## config.mk

```make
export PLATFORM = sky130hd
export DESIGN_NAME = calo_tower_region_max_veto_unit
export DESIGN_NICKNAME = d
export VERILOG_FILES = /design/src/rtl/core/ctrmv_pkg.sv /design/src/rtl/core/calo_tower_region_max_veto_unit.sv
export SDC_FILE = /design/constraint.sdc
export NUM_CORES = 1
export LEC_CHECK = 0
export BUFFER_PORTS_ARGS = -buffer_cell sky130_fd_sc_hd__buf_2
export CORE_MARGIN = 2
export CORE_UTILIZATION = 50
export DETAILED_ROUTE_END_ITERATION = 8
export PLACE_DENSITY = 0.79
export REMOVE_ABC_BUFFERS = 1
export SYNTH_ARGS = -nofsm -noshare
export SYNTH_HDL_FRONTEND = slang
export SYNTH_SLANG_ARGS = --single-unit
```

## constraint.sdc

```tcl
create_clock -name aclk -period 26.1 [get_ports aclk]
set_input_delay 5.22 -clock aclk [delete_from_list [all_inputs] [get_ports aclk]]
set_output_delay 5.22 -clock aclk [all_outputs]
set_load 0.05 [all_outputs]
```

## src/rtl/core/ctrmv_pkg.sv

```systemverilog
package ctrmv_pkg;

    // Field widths
    localparam int EtaW    = 12;
    localparam int PhiW    = 12;
    localparam int EnergyW = 16;
    localparam int EdgeW   = 11;
    localparam int CfgIdxW = 3;
    localparam int CfgDatW = 12;

    // Configuration register indexes
    localparam logic [CfgIdxW-1:0] REG_CONE_PHI_HALF      = 3'd0;
    localparam logic [CfgIdxW-1:0] REG_CONE_ETA_HALF      = 3'd1;
    localparam logic [CfgIdxW-1:0] REG_EM_BARREL_EDGE     = 3'd2;
    localparam logic [CfgIdxW-1:0] REG_HAD_BARREL_EDGE    = 3'd3;
    localparam logic [CfgIdxW-1:0] REG_ENDCAP_OUTER_EDGE  = 3'd4;
    localparam logic [CfgIdxW-1:0] REG_FORWARD_INNER_EDGE = 3'd5;
    localparam logic [CfgIdxW-1:0] REG_FORWARD_OUTER_EDGE = 3'd6;

    // Register reset values (eta in 1/256, phi in 4096 per turn)
    localparam logic [PhiW-1:0]  RST_CONE_PHI_HALF      = 12'd456;
    localparam logic [EdgeW-1:0] RST_CONE_ETA_HALF      = 11'd38;
    localparam logic [EdgeW-1:0] RST_EM_BARREL_EDGE     = 11'd379;
    localparam logic [EdgeW-1:0] RST_HAD_BARREL_EDGE    = 11'd334;
    localparam logic [EdgeW-1:0] RST_ENDCAP_OUTER_EDGE  = 11'd768;
    localparam logic [EdgeW-1:0] RST_FORWARD_INNER_EDGE = 11'd742;
    localparam logic [EdgeW-1:0] RST_FORWARD_OUTER_EDGE = 11'd1331;

    typedef struct packed {
        logic                      first_tower;
        logic                      last_tower;
        logic signed [EtaW-1:0]    tower_eta;
        logic [PhiW-1:0]           tower_phi;
        logic [EnergyW-1:0]        tower_em_energy;
        logic [EnergyW-1:0]        tower_had_energy;
        logic [EnergyW-1:0]        tower_total_energy;
        logic signed [EtaW-1:0]    lead_eta;
        logic [PhiW-1:0]           lead_phi;
        logic signed [EtaW-1:0]    second_eta;
        logic [PhiW-1:0]           second_phi;
    } tower_in_t;

    typedef struct packed {
        logic [EnergyW-1:0] em_barrel_max;
        logic [EnergyW-1:0] em_endcap_max;
        logic [EnergyW-1:0] had_barrel_max;
        logic [EnergyW-1:0] had_endcap_max;
        logic [EnergyW-1:0] fwd_plus_max;
        logic [EnergyW-1:0] fwd_minus_max;
    } peaks_out_t;

endpackage

```

## src/rtl/core/calo_tower_region_max_veto_unit.sv

```systemverilog
// Channel   Ports                                   Direction  Beat
// s_        s_valid s_ready s_data                  in         one tower
// m_        m_valid m_ready m_data                  out        six region maxima
// cfg_      cfg_valid cfg_ready cfg_index cfg_data  in         one register write
//
// One tower per cycle unless a last tower stalls; a beat is held in the input register
// and its result, when last_tower is set, is registered in the output register.
// Region tests, cone veto and max update are one combinational pass between them.
// Reset (aresetn low, synchronous) empties both registers, zeroes the maxima and
// loads the default region edges and cone sizes. A last tower stalls only while the
// output register still holds an untaken result; other towers never stall.
module calo_tower_region_max_veto_unit (
    input  logic                              aclk,
    input  logic                              aresetn,
    input  logic                              s_valid,
    output logic                              s_ready,
    input  ctrmv_pkg::tower_in_t              s_data,
    output logic                              m_valid,
    input  logic                              m_ready,
    output ctrmv_pkg::peaks_out_t             m_data,
    input  logic                              cfg_valid,
    output logic                              cfg_ready,
    input  logic [ctrmv_pkg::CfgIdxW-1:0]     cfg_index,
    input  logic [ctrmv_pkg::CfgDatW-1:0]     cfg_data
);
    import ctrmv_pkg::*;

    // Configuration registers
    logic [PhiW-1:0]  cone_phi_half_reg;
    logic [EdgeW-1:0] cone_eta_half_reg;
    logic [EdgeW-1:0] em_barrel_edge_reg;
    logic [EdgeW-1:0] had_barrel_edge_reg;
    logic [EdgeW-1:0] endcap_outer_edge_reg;
    logic [EdgeW-1:0] forward_inner_edge_reg;
    logic [EdgeW-1:0] forward_outer_edge_reg;

    // Datapath registers
    logic       in_vld_reg;
    tower_in_t  in_reg;
    logic       out_vld_reg;
    peaks_out_t out_reg;
    peaks_out_t peak_reg;
    peaks_out_t peak_next;

    logic adv;

    // Cone membership: wrapped phi difference and eta difference, both strict
    function automatic logic in_cone(
        input logic signed [EtaW-1:0] teta,
        input logic [PhiW-1:0]        tphi,
        input logic signed [EtaW-1:0] eeta,
        input logic [PhiW-1:0]        ephi,
        input logic [PhiW-1:0]        phi_half,
        input logic [EdgeW-1:0]       eta_half
    );
        logic signed [PhiW-1:0] dphi;
        logic [PhiW:0]          dphi_mag;
        logic signed [EtaW:0]   deta;
        logic [EtaW:0]          deta_mag;
        dphi     = signed'(tphi - ephi);
        dphi_mag = dphi[PhiW-1] ? (13'd0 - {dphi[PhiW-1], dphi}) : {1'b0, dphi};
        deta     = {teta[EtaW-1], teta} - {eeta[EtaW-1], eeta};
        deta_mag = deta[EtaW] ? (13'd0 - deta) : deta;
        return (dphi_mag < {1'b0, phi_half}) && (deta_mag < {2'b00, eta_half});
    endfunction

    // Update one peak when the energy is strictly greater
    function automatic logic [EnergyW-1:0] raise(
        input logic [EnergyW-1:0] cur,
        input logic [EnergyW-1:0] e,
        input logic               hit
    );
        return (hit && e > cur) ? e : cur;
    endfunction

    // Handshakes
    assign adv       = in_vld_reg && (!in_reg.last_tower || !out_vld_reg || m_ready);
    assign s_ready   = !in_vld_reg || adv;
    assign cfg_ready = 1'b1;
    assign m_valid   = out_vld_reg;
    assign m_data    = out_reg;

    // Region tests and veto on the registered tower
    logic signed [EtaW:0] eta_x;
    logic [EtaW-1:0]      a;
    logic [EtaW-1:0]      em_edge_x, had_edge_x, out_edge_x;
    logic signed [EtaW:0] fi_x, fo_x;
    logic                 em_b, em_e, had_b, had_e, fwd_p, fwd_m;
    logic                 vetoed;
    peaks_out_t           base;

    always_comb begin
        eta_x      = {in_reg.tower_eta[EtaW-1], in_reg.tower_eta};
        a          = eta_x[EtaW] ? EtaW'(13'd0 - eta_x) : eta_x[EtaW-1:0];
        em_edge_x  = {1'b0, em_barrel_edge_reg};
        had_edge_x = {1'b0, had_barrel_edge_reg};
        out_edge_x = {1'b0, endcap_outer_edge_reg};
        fi_x       = signed'({2'b00, forward_inner_edge_reg});
        fo_x       = signed'({2'b00, forward_outer_edge_reg});

        em_b  = a < em_edge_x;
        em_e  = (a > em_edge_x) && (a < out_edge_x);
        had_b = a < had_edge_x;
        had_e = (a > had_edge_x) && (a < out_edge_x);
        fwd_p = (eta_x > fi_x) && (eta_x < fo_x);
        fwd_m = (eta_x < -fi_x) && (eta_x > -fo_x);

        vetoed = (em_b || em_e) &&
                 (in_cone(in_reg.tower_eta, in_reg.tower_phi, in_reg.lead_eta,
                          in_reg.lead_phi, cone_phi_half_reg, cone_eta_half_reg) ||
                  in_cone(in_reg.tower_eta, in_reg.tower_phi, in_reg.second_eta,
                          in_reg.second_phi, cone_phi_half_reg, cone_eta_half_reg));

        base = in_reg.first_tower ? '0 : peak_reg;

        peak_next.em_barrel_max  = raise(base.em_barrel_max, in_reg.tower_em_energy,
                                         em_b && !vetoed);
        peak_next.em_endcap_max  = raise(base.em_endcap_max, in_reg.tower_em_energy,
                                         em_e && !vetoed);
        peak_next.had_barrel_max = raise(base.had_barrel_max, in_reg.tower_had_energy,
                                         had_b && !vetoed);
        peak_next.had_endcap_max = raise(base.had_endcap_max, in_reg.tower_had_energy,
                                         had_e && !vetoed);
        peak_next.fwd_plus_max   = raise(base.fwd_plus_max, in_reg.tower_total_energy,
                                         fwd_p && !vetoed);
        peak_next.fwd_minus_max  = raise(base.fwd_minus_max, in_reg.tower_total_energy,
                                         fwd_m && !vetoed);
    end

    // Configuration writes
    always_ff @(posedge aclk) begin
        if (!aresetn) begin
            cone_phi_half_reg      <= RST_CONE_PHI_HALF;
            cone_eta_half_reg      <= RST_CONE_ETA_HALF;
            em_barrel_edge_reg     <= RST_EM_BARREL_EDGE;
            had_barrel_edge_reg    <= RST_HAD_BARREL_EDGE;
            endcap_outer_edge_reg  <= RST_ENDCAP_OUTER_EDGE;
            forward_inner_edge_reg <= RST_FORWARD_INNER_EDGE;
            forward_outer_edge_reg <= RST_FORWARD_OUTER_EDGE;
        end else if (cfg_valid && cfg_ready) begin
            case (cfg_index)
                REG_CONE_PHI_HALF:      cone_phi_half_reg      <= cfg_data;
                REG_CONE_ETA_HALF:      cone_eta_half_reg      <= cfg_data[EdgeW-1:0];
                REG_EM_BARREL_EDGE:     em_barrel_edge_reg     <= cfg_data[EdgeW-1:0];
                REG_HAD_BARREL_EDGE:    had_barrel_edge_reg    <= cfg_data[EdgeW-1:0];
                REG_ENDCAP_OUTER_EDGE:  endcap_outer_edge_reg  <= cfg_data[EdgeW-1:0];
                REG_FORWARD_INNER_EDGE: forward_inner_edge_reg <= cfg_data[EdgeW-1:0];
                REG_FORWARD_OUTER_EDGE: forward_outer_edge_reg <= cfg_data[EdgeW-1:0];
                default: ;
            endcase
        end
    end

    // Input register
    always_ff @(posedge aclk) begin
        if (!aresetn) begin
            in_vld_reg <= 1'b0;
        end else if (s_ready) begin
            in_vld_reg <= s_valid;
        end
    end

    always_ff @(posedge aclk) begin
        if (s_ready && s_valid) begin
            in_reg <= s_data;
        end
    end

    // Running maxima
    always_ff @(posedge aclk) begin
        if (!aresetn) begin
            peak_reg <= '0;
        end else if (adv) begin
            peak_reg <= peak_next;
        end
    end

    // Output register
    always_ff @(posedge aclk) begin
        if (!aresetn) begin
            out_vld_reg <= 1'b0;
        end else if (adv && in_reg.last_tower) begin
            out_vld_reg <= 1'b1;
        end else if (m_ready) begin
            out_vld_reg <= 1'b0;
        end
    end

    always_ff @(posedge aclk) begin
        if (adv && in_reg.last_tower) begin
            out_reg <= peak_next;
        end
    end

    // Checks
    a_rise_from_last: assert property (@(posedge aclk) disable iff (!aresetn)
        $rose(m_valid) |-> $past(adv && in_reg.last_tower))
        else $error("result appeared without a last tower");

    a_mid_no_stall: assert property (@(posedge aclk) disable iff (!aresetn)
        in_vld_reg && !in_reg.last_tower |-> s_ready)
        else $error("non-last tower stalled the input");

    a_first_clears: assert property (@(posedge aclk) disable iff (!aresetn)
        adv && in_reg.first_tower |=>
            (peak_reg.em_barrel_max == '0 ||
             peak_reg.em_barrel_max == $past(in_reg.tower_em_energy)))
        else $error("first tower did not restart the EM barrel maximum");

    a_out_matches_peak: assert property (@(posedge aclk) disable iff (!aresetn)
        adv && in_reg.last_tower |=> out_reg == peak_reg)
        else $error("emitted maxima differ from running maxima");

endmodule

```

==> impl_metrics.py <==
metrics = {
    "cts": {
        "cts_hold_buffers": 0,
        "cts_sinks": 394,
        "cts-root-buf": "clkbuf_16",
        "clockBufferDepth": 3,
        "htreeDepth": 2,
        "clk_pin_slew_worst_paths_ns": 0.06,
        "cts_tree": "done",
        "post_cts.repair.setup_buffers": 0,
        "clk_latency_ns": 0.59,
        "cts_resized": 0,
        "cts_buffers": 45,
    },
    "worst_hold_path": {
        "worstHoldEndpoint": "had_barrel_edge_reg[4]$_SDFFE_PN0P_",
        "hold_start": "had_barrel_edge_reg[4]$_SDFFE_PN0P_",
        "hold_depth": 2,
        "hold_class": "reg -> reg",
    },
    "detailed_routing": {
        "num_vias": 19100,
        "wl_met1_um": 24600,
        "top_layer": "met5",
        "drc": 0,
        "drtAntennaViolNets": 0,
        "wl_met3_um": 3890,
        "drtIter0Drc": 1236,
        "detail_route.first_pass.iterations": 6,
        "viasPerCell": 5.75,
        "post_drt_wl_per_cell_um": 17.9,
        "drt-total-wl_um": 59400,
        "route.met2.wl_um": 28700,
    },
    "floorplan": {
        "start_util": 0.506,
        "dieWidth_um": 221,
        "num_io_pins": 241,
        "fp-row-count": 79,
        "die_h_um": 221,
        "core_area_sq_mm": 0.0465,
        "die-area_sq_mm": 0.0487,
    },
    "worst_setup_path": {
        "critPathMaxFanout": 5,
        "worstPathArrival_ns": 6.19,
        "crit_type": "in -> out",
        "r2r_slack_ns": 19.25,
        "r2r_cells": 21,
        "end_kind": "output port",
        "startpoint_type": "input port",
        "critPathMaxStageDelay_ns": 0.44,
        "cp.required_ns": 20.88,
        "critPathMostFrequentCell": "buf_2",
        "path_cells": "buf_2, nor2b_1, nand3_1, buf_2",
        "cpMaxStageDelayCell": "nor2b_1",
        "r2r_end": "m_data[0]$_DFFE_PP_",
        "r2r-start": "in_reg[97]$_DFFE_PP_",
    },
    "grt": {
        "overflow": 0,
        "antenna_found_initial": 4,
        "grt_max_degree": 97,
        "grt_pass1_wl_um": 92300,
        "first_global_vias": 18600,
        "track_usage": 0.238,
    },
    "sta": {
        "final.setup.tns_ns": 0,
        "setup_viol": 0,
        "period_share": 0.437,
        "skew_ns": 0.0209,
        "worst_pin_slew_ns": 1.25,
        "timing.fmax_mhz": 87.7,
        "fin_crit_ns": 11.41,
        "timing.hold.ws_ns": 0.457,
        "drv_slew": 0,
        "hold_viol": 0,
        "rsz0062_at_grt": "no",
        "max_slew_margin": 0.170,
    },
    "run_status": {
        "status": "finished, final reports clean",
    },
    "power_and_ir_drop": {
        "power.density_mw_per_mm2": 65.3,
        "p_leak_uw": 0.0110,
        "p_total_uw": 1750,
        "peakVddDrop_mv": 0.0718,
    },
    "synthesis": {
        "synth_edf_count": 218,
        "ys_ff_latch": 394,
        "synth-warning-count": 0,
        "yosysSeqAreaShare": 0.429,
        "synthFlopType": "edfxtp_1",
        "netlist-cell-type-count": 80,
        "synth_top_area_frac": 0.279,
        "synth.avg_cell_area_sq_um": 9.59,
        "yosys-top-cells-area": "edfxtp_1, dfxtp_1, ha_1",
        "postSynthCellCount": 2449,
        "synth-async-reset-ratio": 0,
        "synth_top_area_cell": "edfxtp_1",
        "netlist_area_sq_mm": 0.0235,
    },
    "final_layout": {
        "largest_reg_flops": 110,
        "fin_util": 0.577,
        "layout-drive-gt1-share": 0.137,
        "layout.nets": 3083,
        "area_delta_synth_final_pct": 14.1,
        "seq_area_sq_mm": 0.0101,
        "multiInputGateArea_sq_mm": 0.0124,
        "final.fill_count": 3889,
    },
    "job": {
        "cap_violations": 0,
    },
    "placement": {
        "hpwlAfterDp_um": 42200,
        "gp_congestion": 0.933,
        "port_buffers": 239,
    },
}
report_power, final:
group / leakage, uW / internal [uW] / switching [uW]
Combinational: 0.00675 / 148 / 253
Clock: 0.000737 / 371 / 267
Sequential: 0.00350 / 689 / 22.3
cells by family (layout without fill, tap and decap cells):
logic type,count (synthesis),after routing,synth area share
fa+ha+maj,273,273,0.147
compound gates,538,538,0.152
flops,394,394,0.429
buf+inv,282,538,0.0474
mux,59,59,0.0256
xor+xnor,94,94,0.0351
other cells,1,3,0.000160
simple gates,808,808,0.165
worst max-delay path: cells and delay by family:
family | cells | cell delay, ns
buf+inv | 2 | 0.34
simple gates | 2 | 0.62
area by class of cell:
cell class,count,area share
Sequential cell,394,0.376
Multi-Input combinational cell,1773,0.462
Inverter,194,0.0272
Antenna cell,2,0.000187
Clock buffer,59,0.0480
Tap cell,607,0.0283
Timing Repair Buffer,260,0.0505
Clock inverter,25,0.00812
worst max path at each step:
stage	start	to	depth (start not counted)
global route	m_ready	s_ready	4
finish	m_ready	s_ready	4
global placement	m_ready	s_ready	4
CTS	m_ready	s_ready	4
detailed placement	m_ready	s_ready	4
floorplan	m_ready	eta_x[0]$_DFFE_PP_	2
synthesized netlist by cell type, types with 6 or more instances:
cell and number:
nand2_1 372, o22ai_1 33, nand2b_1 118, nor2b_1 37, ha_1 269, nor4_1 9, nor2_1 84, a22o_1 18
or3_1 6, edfxtp_1 218, buf_4 6, o21ai_0 115, nand4_1 50, xor2_1 26, nor3_1 27, nand3_1 59
a31oi_1 14, mux2_2 9, mux2i_1 50, inv_1 194, and2_1 13, o211ai_1 54, a21oi_1 125, buf_2 18
dfxtp_1 176, clkbuf_1 57, o21a_1 20, a21o_1 48, xnor2_1 68, and3_1 7, o221ai_1 35, o31ai_1 8
a211oi_1 7
layer usage:
layer  global-route usage  up-vias
met5                    0        -
met1                0.288     9031
met3               0.0411      153
met2                0.415      634
met4                0.101        4
li1                     -     9249
through the flow:
step / setup slack [ns] / std cells / area (sq um)
2_1_floorplan: 14.02 / 2361 / 23100
3_3_place_gp: 14.74 / 3228 / 25300
3_5_place_dp: 14.69 / 3228 / 25300
4_1_cts: 14.68 / 3312 / 26800
5_1_grt: 14.64 / 3314 / 26800
6_report: 14.69 / 3314 / 26800
layout by cell type, fill, tap and decap left out, types with 68 or more instances in the layout:
| cell type | n |
|---|---|
| nor2_1 | 81 |
| nand2_1 | 372 |
| nand2b_1 | 118 |
| xnor2_1 | 68 |
| buf_2 | 239 |
| ha_1 | 269 |
| a21oi_1 | 124 |
| inv_1 | 194 |
| edfxtp_1 | 218 |
| dfxtp_1 | 176 |
| o21ai_0 | 115 |
No activity file was read; power rests on OpenSTA's default activity.
